`config.mk`:
```
export PLATFORM = sky130hd
export DESIGN_NAME = rotated_sorted_insert_position
export DESIGN_NICKNAME = d
export VERILOG_FILES = /design/src/rsip_pkg.sv /design/src/rotated_sorted_insert_position.sv /design/src/rsip_ram.sv /design/src/rsip_ctrl.sv /design/src/rsip_dp.sv
export SDC_FILE = /design/constraint.sdc
export NUM_CORES = 2
export LEC_CHECK = 0
export BUFFER_PORTS_ARGS = -buffer_cell sky130_fd_sc_hd__buf_4
export CAP_MARGIN = 0
export CORE_ASPECT_RATIO = 0.8
export CORE_UTILIZATION = 40
export DETAILED_ROUTE_END_ITERATION = 12
export PLACE_DENSITY = 0.51
export SLEW_MARGIN = 20
export SYNTH_ARGS = -nofsm -noshare
export SYNTH_HDL_FRONTEND = slang
export SYNTH_SLANG_ARGS = --single-unit
```
`constraint.sdc`:
```
create_clock -name clk -period 8.32 [get_ports clk]
set_input_delay 1.664 -clock clk [delete_from_list [all_inputs] [get_ports clk]]
set_output_delay 1.664 -clock clk [all_outputs]
set_load 0.05 [all_outputs]
```
`src/rsip_pkg.sv`:
```
// ---------------------------------------------------------------------------
// rsip_pkg
// Shared sizes, operation codes and controller/datapath link types for the
// rotated sorted insert position block.
// ---------------------------------------------------------------------------
`default_nettype none

package rsip_pkg;

	localparam int DEPTH  = 64;                 // stack entries
	localparam int IDX_W  = $clog2(DEPTH);      // entry index
	localparam int CNT_W  = $clog2(DEPTH + 1);  // entry count, holds DEPTH
	localparam int DATA_W = 32;
	localparam int POS_W  = 6;
	localparam int OP_W   = 2;
	localparam int OUT_TDATA_W = 8;

	localparam logic [OP_W-1:0] OP_CLEAR  = 2'd0;
	localparam logic [OP_W-1:0] OP_APPEND = 2'd1;
	localparam logic [OP_W-1:0] OP_QDESC  = 2'd2;
	localparam logic [OP_W-1:0] OP_QASC   = 2'd3;

	// controller -> datapath
	typedef struct packed {
		logic clear;      // empty the stack
		logic append;     // write value at the bottom
		logic start;      // latch query value and mode, restart scan
		logic query_asc;  // mode for start
		logic issue;      // read entry at scan index, advance
		logic load_out;   // capture result into output register
	} cmd_t;

	// datapath -> controller
	typedef struct packed {
		logic cnt_zero;   // stack empty
		logic last_rd;    // scan index points at the bottom entry
	} sts_t;

endpackage

`default_nettype wire

```
`src/rotated_sorted_insert_position.sv`:
```
// ---------------------------------------------------------------------------
// rotated_sorted_insert_position
// Stack of signed 32-bit values with clear/append, and queries that return
// the rotation count to the place where a value keeps the circular order.
// ---------------------------------------------------------------------------
//
//  channel   dir  tdata                    tuser
//  s_axis    in   [31:0] value (signed)    [1:0] opcode
//  m_axis    out  [5:0] position, [7:6] 0  [0] error
//
//  Clear and append never stall; the block is ready again the next cycle.
//  A query runs in steps: accept, one stack read per stored entry, a drain
//  state for the last read to land, and a done state to decide. No new
//  operation is taken until the query is done; the stack memory has a single
//  read port, so entries are read one after another. A query on an empty
//  stack skips the reads. arst_n clears the entry count and all control;
//  stack contents are not cleared. A finished result waits in the output
//  register; the next operation is taken while it waits, and a later query
//  holds in its done state until the output register is free.
//
`default_nettype none

module rotated_sorted_insert_position (
	input  wire logic        clk,
	input  wire logic        arst_n,
	input  wire logic        s_axis_tvalid,
	output      logic        s_axis_tready,
	input  wire logic [31:0] s_axis_tdata,   // [31:0] value
	input  wire logic [1:0]  s_axis_tuser,   // [1:0] opcode
	output      logic        m_axis_tvalid,
	input  wire logic        m_axis_tready,
	output      logic [7:0]  m_axis_tdata,   // [5:0] position, [7:6] zero
	output      logic        m_axis_tuser    // [0] error
);

	rsip_pkg::cmd_t cmd;
	rsip_pkg::sts_t sts;

	logic [rsip_pkg::POS_W-1:0] position;
	logic                       error;

	// sequencer: handshakes and scan control
	rsip_ctrl u_ctrl (
		.clk       (clk),
		.arst_n    (arst_n),
		.in_valid  (s_axis_tvalid),
		.in_ready  (s_axis_tready),
		.opcode    (s_axis_tuser),
		.out_valid (m_axis_tvalid),
		.out_ready (m_axis_tready),
		.cmd       (cmd),
		.sts       (sts)
	);

	// stack memory, scan accumulators and result register
	rsip_dp u_dp (
		.clk          (clk),
		.arst_n       (arst_n),
		.cmd          (cmd),
		.sts          (sts),
		.in_value     ($signed(s_axis_tdata)),
		.out_position (position),
		.out_error    (error)
	);

	assign m_axis_tdata = {{(rsip_pkg::OUT_TDATA_W - rsip_pkg::POS_W){1'b0}}, position};
	assign m_axis_tuser = error;

endmodule

`default_nettype wire

```
`src/rsip_ram.sv`:
```
// ---------------------------------------------------------------------------
// rsip_ram
// Generic single-clock RAM, one write port, one read port, registered read.
// ---------------------------------------------------------------------------
`default_nettype none

module rsip_ram #(
	parameter int WIDTH = 32,
	parameter int DEPTH = 64
) (
	input  wire logic                     clk,
	input  wire logic                     we,
	input  wire logic [$clog2(DEPTH)-1:0] waddr,
	input  wire logic [WIDTH-1:0]         wdata,
	input  wire logic                     re,
	input  wire logic [$clog2(DEPTH)-1:0] raddr,
	output      logic [WIDTH-1:0]         rdata
);

	logic [WIDTH-1:0] mem_q [DEPTH];

	always_ff @(posedge clk) begin
		if (we) begin
			mem_q[waddr] <= wdata;
		end
		if (re) begin
			rdata <= mem_q[raddr];
		end
	end

endmodule

`default_nettype wire

```
`src/rsip_ctrl.sv`:
```
// ---------------------------------------------------------------------------
// rsip_ctrl
// Sequencer: accepts operations, walks the scan, hands results to the
// output register.
// ---------------------------------------------------------------------------
`default_nettype none

module rsip_ctrl (
	input  wire logic                     clk,
	input  wire logic                     arst_n,
	input  wire logic                     in_valid,
	output      logic                     in_ready,
	input  wire logic [rsip_pkg::OP_W-1:0] opcode,
	output      logic                     out_valid,
	input  wire logic                     out_ready,
	output      rsip_pkg::cmd_t           cmd,
	input  wire rsip_pkg::sts_t           sts
);

	localparam logic [1:0] S_IDLE  = 2'd0;
	localparam logic [1:0] S_SCAN  = 2'd1;
	localparam logic [1:0] S_DRAIN = 2'd2;
	localparam logic [1:0] S_DONE  = 2'd3;

	logic [1:0] state_q;
	logic [1:0] state_d;
	logic       xfer;
	logic       is_query;
	logic       out_valid_q;

	assign in_ready  = (state_q == S_IDLE);
	assign xfer      = in_valid && in_ready;
	assign is_query  = opcode inside {rsip_pkg::OP_QDESC, rsip_pkg::OP_QASC};
	assign out_valid = out_valid_q;

	always_comb begin
		cmd           = '0;
		cmd.clear     = xfer && (opcode == rsip_pkg::OP_CLEAR);
		cmd.append    = xfer && (opcode == rsip_pkg::OP_APPEND);
		cmd.start     = xfer && is_query;
		cmd.query_asc = (opcode == rsip_pkg::OP_QASC);
		cmd.issue     = (state_q == S_SCAN);
		cmd.load_out  = (state_q == S_DONE) && (!out_valid_q || out_ready);
	end

	always_comb begin
		state_d = state_q;
		case (state_q)
			S_IDLE: begin
				if (cmd.start) begin
					state_d = sts.cnt_zero ? S_DONE : S_SCAN;
				end
			end
			S_SCAN: begin
				if (sts.last_rd) begin
					state_d = S_DRAIN;
				end
			end
			S_DRAIN: begin
				state_d = S_DONE;
			end
			S_DONE: begin
				if (cmd.load_out) begin
					state_d = S_IDLE;
				end
			end
			default: begin
				state_d = S_IDLE;
			end
		endcase
	end

	always_ff @(posedge clk or negedge arst_n) begin
		if (!arst_n) begin
			state_q     <= S_IDLE;
			out_valid_q <= 1'b0;
		end else begin
			state_q <= state_d;
			if (cmd.load_out) begin
				out_valid_q <= 1'b1;
			end else if (out_ready) begin
				out_valid_q <= 1'b0;
			end
		end
	end

endmodule

`default_nettype wire

```
`src/rsip_dp.sv`:
```
// ---------------------------------------------------------------------------
// rsip_dp
// Datapath: stack memory, entry count, one-entry-per-cycle scan with
// running max/min, bracket search, and the result register.
// ---------------------------------------------------------------------------
`default_nettype none

module rsip_dp (
	input  wire logic                               clk,
	input  wire logic                               arst_n,
	input  wire rsip_pkg::cmd_t                     cmd,
	output      rsip_pkg::sts_t                     sts,
	input  wire logic signed [rsip_pkg::DATA_W-1:0] in_value,
	output      logic [rsip_pkg::POS_W-1:0]         out_position,
	output      logic                               out_error
);

	localparam int IDX_W  = rsip_pkg::IDX_W;
	localparam int CNT_W  = rsip_pkg::CNT_W;
	localparam int DATA_W = rsip_pkg::DATA_W;
	localparam int POS_W  = rsip_pkg::POS_W;

	logic [CNT_W-1:0]         count_q;
	logic                     full;
	logic [IDX_W-1:0]         rd_idx_q;
	logic [DATA_W-1:0]        rdata;
	logic signed [DATA_W-1:0] d;

	logic                     dv_s1;
	logic [IDX_W-1:0]         idx_s1;

	logic signed [DATA_W-1:0] value_q;
	logic                     asc_q;
	logic signed [DATA_W-1:0] top_q, prev_q, max_q, min_q;
	logic [IDX_W-1:0]         maxi_q, mini_q, hiti_q;
	logic                     hit_q;
	logic                     bracket;

	logic                     in_gap, beyond, res_err;
	logic [IDX_W-1:0]         res_idx;
	logic [POS_W-1:0]         pos_q;
	logic                     err_q;

	assign full = (count_q == CNT_W'(rsip_pkg::DEPTH));

	rsip_ram #(
		.WIDTH(DATA_W),
		.DEPTH(rsip_pkg::DEPTH)
	) u_ram (
		.clk   (clk),
		.we    (cmd.append && !full),
		.waddr (count_q[IDX_W-1:0]),
		.wdata (in_value),
		.re    (cmd.issue),
		.raddr (rd_idx_q),
		.rdata (rdata)
	);

	assign d = $signed(rdata);

	assign sts.cnt_zero = (count_q == '0);
	assign sts.last_rd  = (CNT_W'(rd_idx_q) == count_q - CNT_W'(1));

	// pair (prev, d) brackets the query value
	assign bracket = asc_q ? (prev_q <= value_q && d >= value_q)
	                       : (prev_q >= value_q && d <= value_q);

	always_ff @(posedge clk or negedge arst_n) begin
		if (!arst_n) begin
			count_q  <= '0;
			rd_idx_q <= '0;
			dv_s1    <= 1'b0;
			hit_q    <= 1'b0;
		end else begin
			if (cmd.clear) begin
				count_q <= '0;
			end else if (cmd.append && !full) begin
				count_q <= count_q + CNT_W'(1);
			end
			if (cmd.start) begin
				rd_idx_q <= '0;
			end else if (cmd.issue) begin
				rd_idx_q <= rd_idx_q + IDX_W'(1);
			end
			dv_s1 <= cmd.issue;
			if (cmd.start) begin
				hit_q <= 1'b0;
			end else if (dv_s1 && idx_s1 != '0 && !hit_q && bracket) begin
				hit_q <= 1'b1;
			end
		end
	end

	// query latch, scan accumulators and result register, payload only
	always_ff @(posedge clk) begin
		idx_s1 <= rd_idx_q;
		if (cmd.start) begin
			value_q <= in_value;
			asc_q   <= cmd.query_asc;
		end
		if (dv_s1) begin
			prev_q <= d;
			if (idx_s1 == '0) begin
				top_q  <= d;
				max_q  <= d;
				min_q  <= d;
				maxi_q <= '0;
				mini_q <= '0;
			end else begin
				if (d > max_q) begin
					max_q  <= d;
					maxi_q <= idx_s1;
				end
				if (d < min_q) begin
					min_q  <= d;
					mini_q <= idx_s1;
				end
				if (!hit_q && bracket) begin
					hiti_q <= idx_s1;
				end
			end
		end
		if (cmd.load_out) begin
			pos_q <= res_err ? '0 : POS_W'(res_idx);
			err_q <= res_err;
		end
	end

	// decision after the scan; prev_q now holds the bottom entry
	always_comb begin
		in_gap = asc_q ? (value_q < top_q && value_q > prev_q)
		               : (value_q > top_q && value_q < prev_q);
		beyond = (value_q > max_q) || (value_q < min_q);
		res_err = 1'b0;
		res_idx = '0;
		if (sts.cnt_zero) begin
			res_err = 1'b1;
		end else if (in_gap) begin
			res_idx = '0;
		end else if (beyond) begin
			res_idx = asc_q ? mini_q : maxi_q;
		end else if (hit_q) begin
			res_idx = hiti_q;
		end else begin
			res_err = 1'b1;
		end
	end

	assign out_position = pos_q;
	assign out_error    = err_q;

endmodule

`default_nettype wire

```
==> impl_metrics.ini <==
[finish]
drive_gt1_share_pct = 26.7
final_area_um2 = 103000
final-seq-area_um2 = 68600
nFillCells = 18800
syn_to_final_growth_pct = 13.3
layout.nets = 4572
multi_input_area_um2 = 21700

[route]
drc = 0
wire_per_inst_um = 32.7
vias = 42500
first_pass_iters = 6
vias_per_cell = 5.66
drt_iter0_markers = 5014
detail-route-antenna-nets = 1
wl_mm = 246

[timing]
setup_tns_ns = 0
hold_viol = 0
clock_skew_ns = 0.0544
drv_slew = 0
post-route-period-util_pct = 53.6
fin_crit_ns = 4.46
rsz0062_at_grt = no
setup_violations = 0
maxSlewHeadroom_pct = 26.8
fmaxAchievable_ghz = 0.224
worst_slew_pin_slew_ns = 1.09

[outcome]
status = complete, but fails checks
violations = antenna violations

[global_routing]
grt_max_degree = 113
antenna_found_initial = 41
grt-ovfl-total = 0
grt_pass1_vias = 42800
grt_pass1_wl_mm = 344
grt_usage_pct = 21.5

[cts]
cts_root_buffer = clkbuf_16
clk_pin_slew_ns = 0.06
cts_setup_buffers = 0
clk-insertion-delay-late_ns = 0.88
numCtsBuffers = 230
cts_tree = yes
clock_path_buffers = 4
postCtsHoldBufs = 0
cts_resized = 0
cts.sinks = 2290
htreeDepth = 4

[setup_path]
cp-end-kind = register
startpoint_type = register
critPathKind = register to register
path_max_fanout = 17
cp.arrival_ns = 5.00
worst_ep_required_time_ns = 8.86

[synth]
yosysMostFrequentCell = edfxtp_1
synthArstFlopShare_pct = 0.786
synth_compound_area_share_pct = 1.59
synth_common_cells = 2,266 x edfxtp_1, 672 x mux4_2, 230 x ha_1, 171 x inv_1, 100 x nor2_1
muxShareOfSynthArea_pct = 16.7
yosysUniqueCellTypes = 57
synth_fa_ha_area_share_pct = 3.15
synth_largest_area_cell = edfxtp_1
synth_area_um2 = 91200
synthFlopType = edfxtp_1
synth-warning-count = 0
synth_edf_count = 2266
synth_top_area_share_pct = 74.6
avgSynthCellArea_um2 = 22.3
yosys.area_share.simple_pct = 1.64
ys_seq_area_share_pct = 75.2
synth_top_family_by_area = multiplexers
postSynthCellCount = 4098
synth_xor_area_share_pct = 0.173
synth_area_leaders = edfxtp_1 75%, mux4_2 17%, ha_1 3.2%
yosys_register_bits = 2290

[floorplanning]
dieArea_um2 = 230000
num_rows = 156
coreArea_um2 = 226000
die_h_um = 429
initial_core_util_pct = 40.3
fp.dieW_um = 536
ios = 49

[place]
gp_congestion = 0.823
dpl-instance-area_um2 = 96000
portBuffers = 46
hpwl_mm = 145

[pwr]
power_density_nw_per_um2 = 328
leakagePower_nw = 32.8
peakVddDrop_uv = 268

[run]
cap_violations = 0

[worst_hold_path]
min_path_type = register to register
-- critical path, stage by stage, from the launching register on --
cell     delay (ns)
dfrtp_1        0.41
inv_1          0.10
ha_1           0.44
nand2_1        0.13
nor2_1         0.11
nand2_1        0.21
a31oi_1        0.24
buf_4          0.23
and2_1         0.38
nand3_1        0.68
nor2_4         0.77
buf_4          0.41
-- report_power, final --
part,switching [mW],internal [mW],total (mW)
Combinational,5.66,4.17,9.82
Sequential,0.702,13.3,14.0
Clock,4.34,5.67,10.0
-- routing by layer --
| layer | up-vias | part of all wire [%] | global-route usage (%) |
|---|---|---|---|
| li1 | 17700 | - | - |
| met1 | 23100 | 47 | 34.0 |
| met2 | 1398 | 44 | 31.2 |
| met3 | 253 | 7.5 | 3.85 |
| met4 | 0 | 1.6 | 3.88 |
| met5 | - | 0 | 0 |
-- worst paths after layout --
path / cells past startpoint / endpoint / slack, ns / startpoint
hold / removal: 0 / u_dp.maxi_q[2] / 0.54 / u_dp.idx_s1[2]
max in group asynchronous: 1 / u_dp.rd_idx_q[3] / 7.28 / arst_n
setup / recovery: 11 / u_dp.u_ram.mem_q[61][7] / 3.86 / u_ctrl.state_q[0]
min in group asynchronous: 1 / u_ctrl.out_valid / 0.72 / arst_n
hold reg to reg: 0 / u_dp.maxi_q[2] / 0.54 / u_dp.idx_s1[2]
setup reg to reg: 11 / u_dp.u_ram.mem_q[61][7] / 3.86 / u_ctrl.state_q[0]
-- sequential cells by signal, indices dropped and copies added, names as in the netlist, 7 cells and up --
signal	flops
u_dp.u_ram.rdata	32
u_dp.min_q	32
u_dp.value_q	32
u_dp.max_q	32
u_dp.u_ram.mem_q	2048
u_dp.count_q	7
u_dp.prev_q	32
u_dp.top_q	32
-- cell usage in the layout, fill, tap and decap left out, drive strengths merged, types with 4 or more instances in the layout --
cell	netlist	routed
nand2b	8	8
ha	230	230
a21oi	73	73
nand2	64	64
or3	7	7
diode	0	24
o211ai	11	11
inv	171	173
o21ai	35	35
xor2	9	9
clkbuf	99	297
clkinv	0	90
and4	5	5
a2111oi	5	5
a21o	38	38
and3	6	6
dfrtp	18	18
nor4	8	8
mux2i	7	7
nor2b	19	19
nand3	23	23
a211oi	19	19
nand4	42	42
bufinv	0	18
clkinvlp	0	6
edfxtp	2266	2266
xnor2	9	9
mux4	672	672
nor3	12	12
nor2	100	100
and2	4	4
buf	77	149
a211o	4	4
a31oi	11	11
dfxtp	6	6
o21a	5	5
-- logic make-up after synthesis --
group / count (synthesis)
flops: 2290
mux: 679
buf+inv: 347
simple gates: 308
fa+ha+maj: 230
compound gates: 225
xor+xnor: 18
other cells: 1
-- stage by stage --
| stage | power [mW] | hold slack [ns] | setup slack (ns) | utilization (%) | instances |
|---|---|---|---|---|---|
| 3_3_place_gp | 24.2 | 0.530 | 3.10 | 42.4 | 7062 |
| 5_1_grt | 35.2 | 0.558 | 3.59 | 45.7 | 7492 |
| 4_1_cts | 34.2 | 0.539 | 3.86 | 45.6 | 7481 |
| 6_report | 33.9 | 0.536 | 3.86 | 45.7 | 7511 |
| 2_1_floorplan | 20.0 | 0.342 | 3.32 | - | 4099 |
| 3_5_place_dp | 24.2 | 0.523 | 3.13 | 42.5 | 7068 |
-- layout make-up --
cell class,instances,area share [%]
clock buffers,297,5.87
diodes,24,0.0581
repair buffers,149,1.38
multi-input cells,1462,21.0
clock inverters,116,0.992
inverters,171,0.621
flip-flops and latches,2290,66.4
well taps,3002,3.63
(Power assumes the default switching activity.)
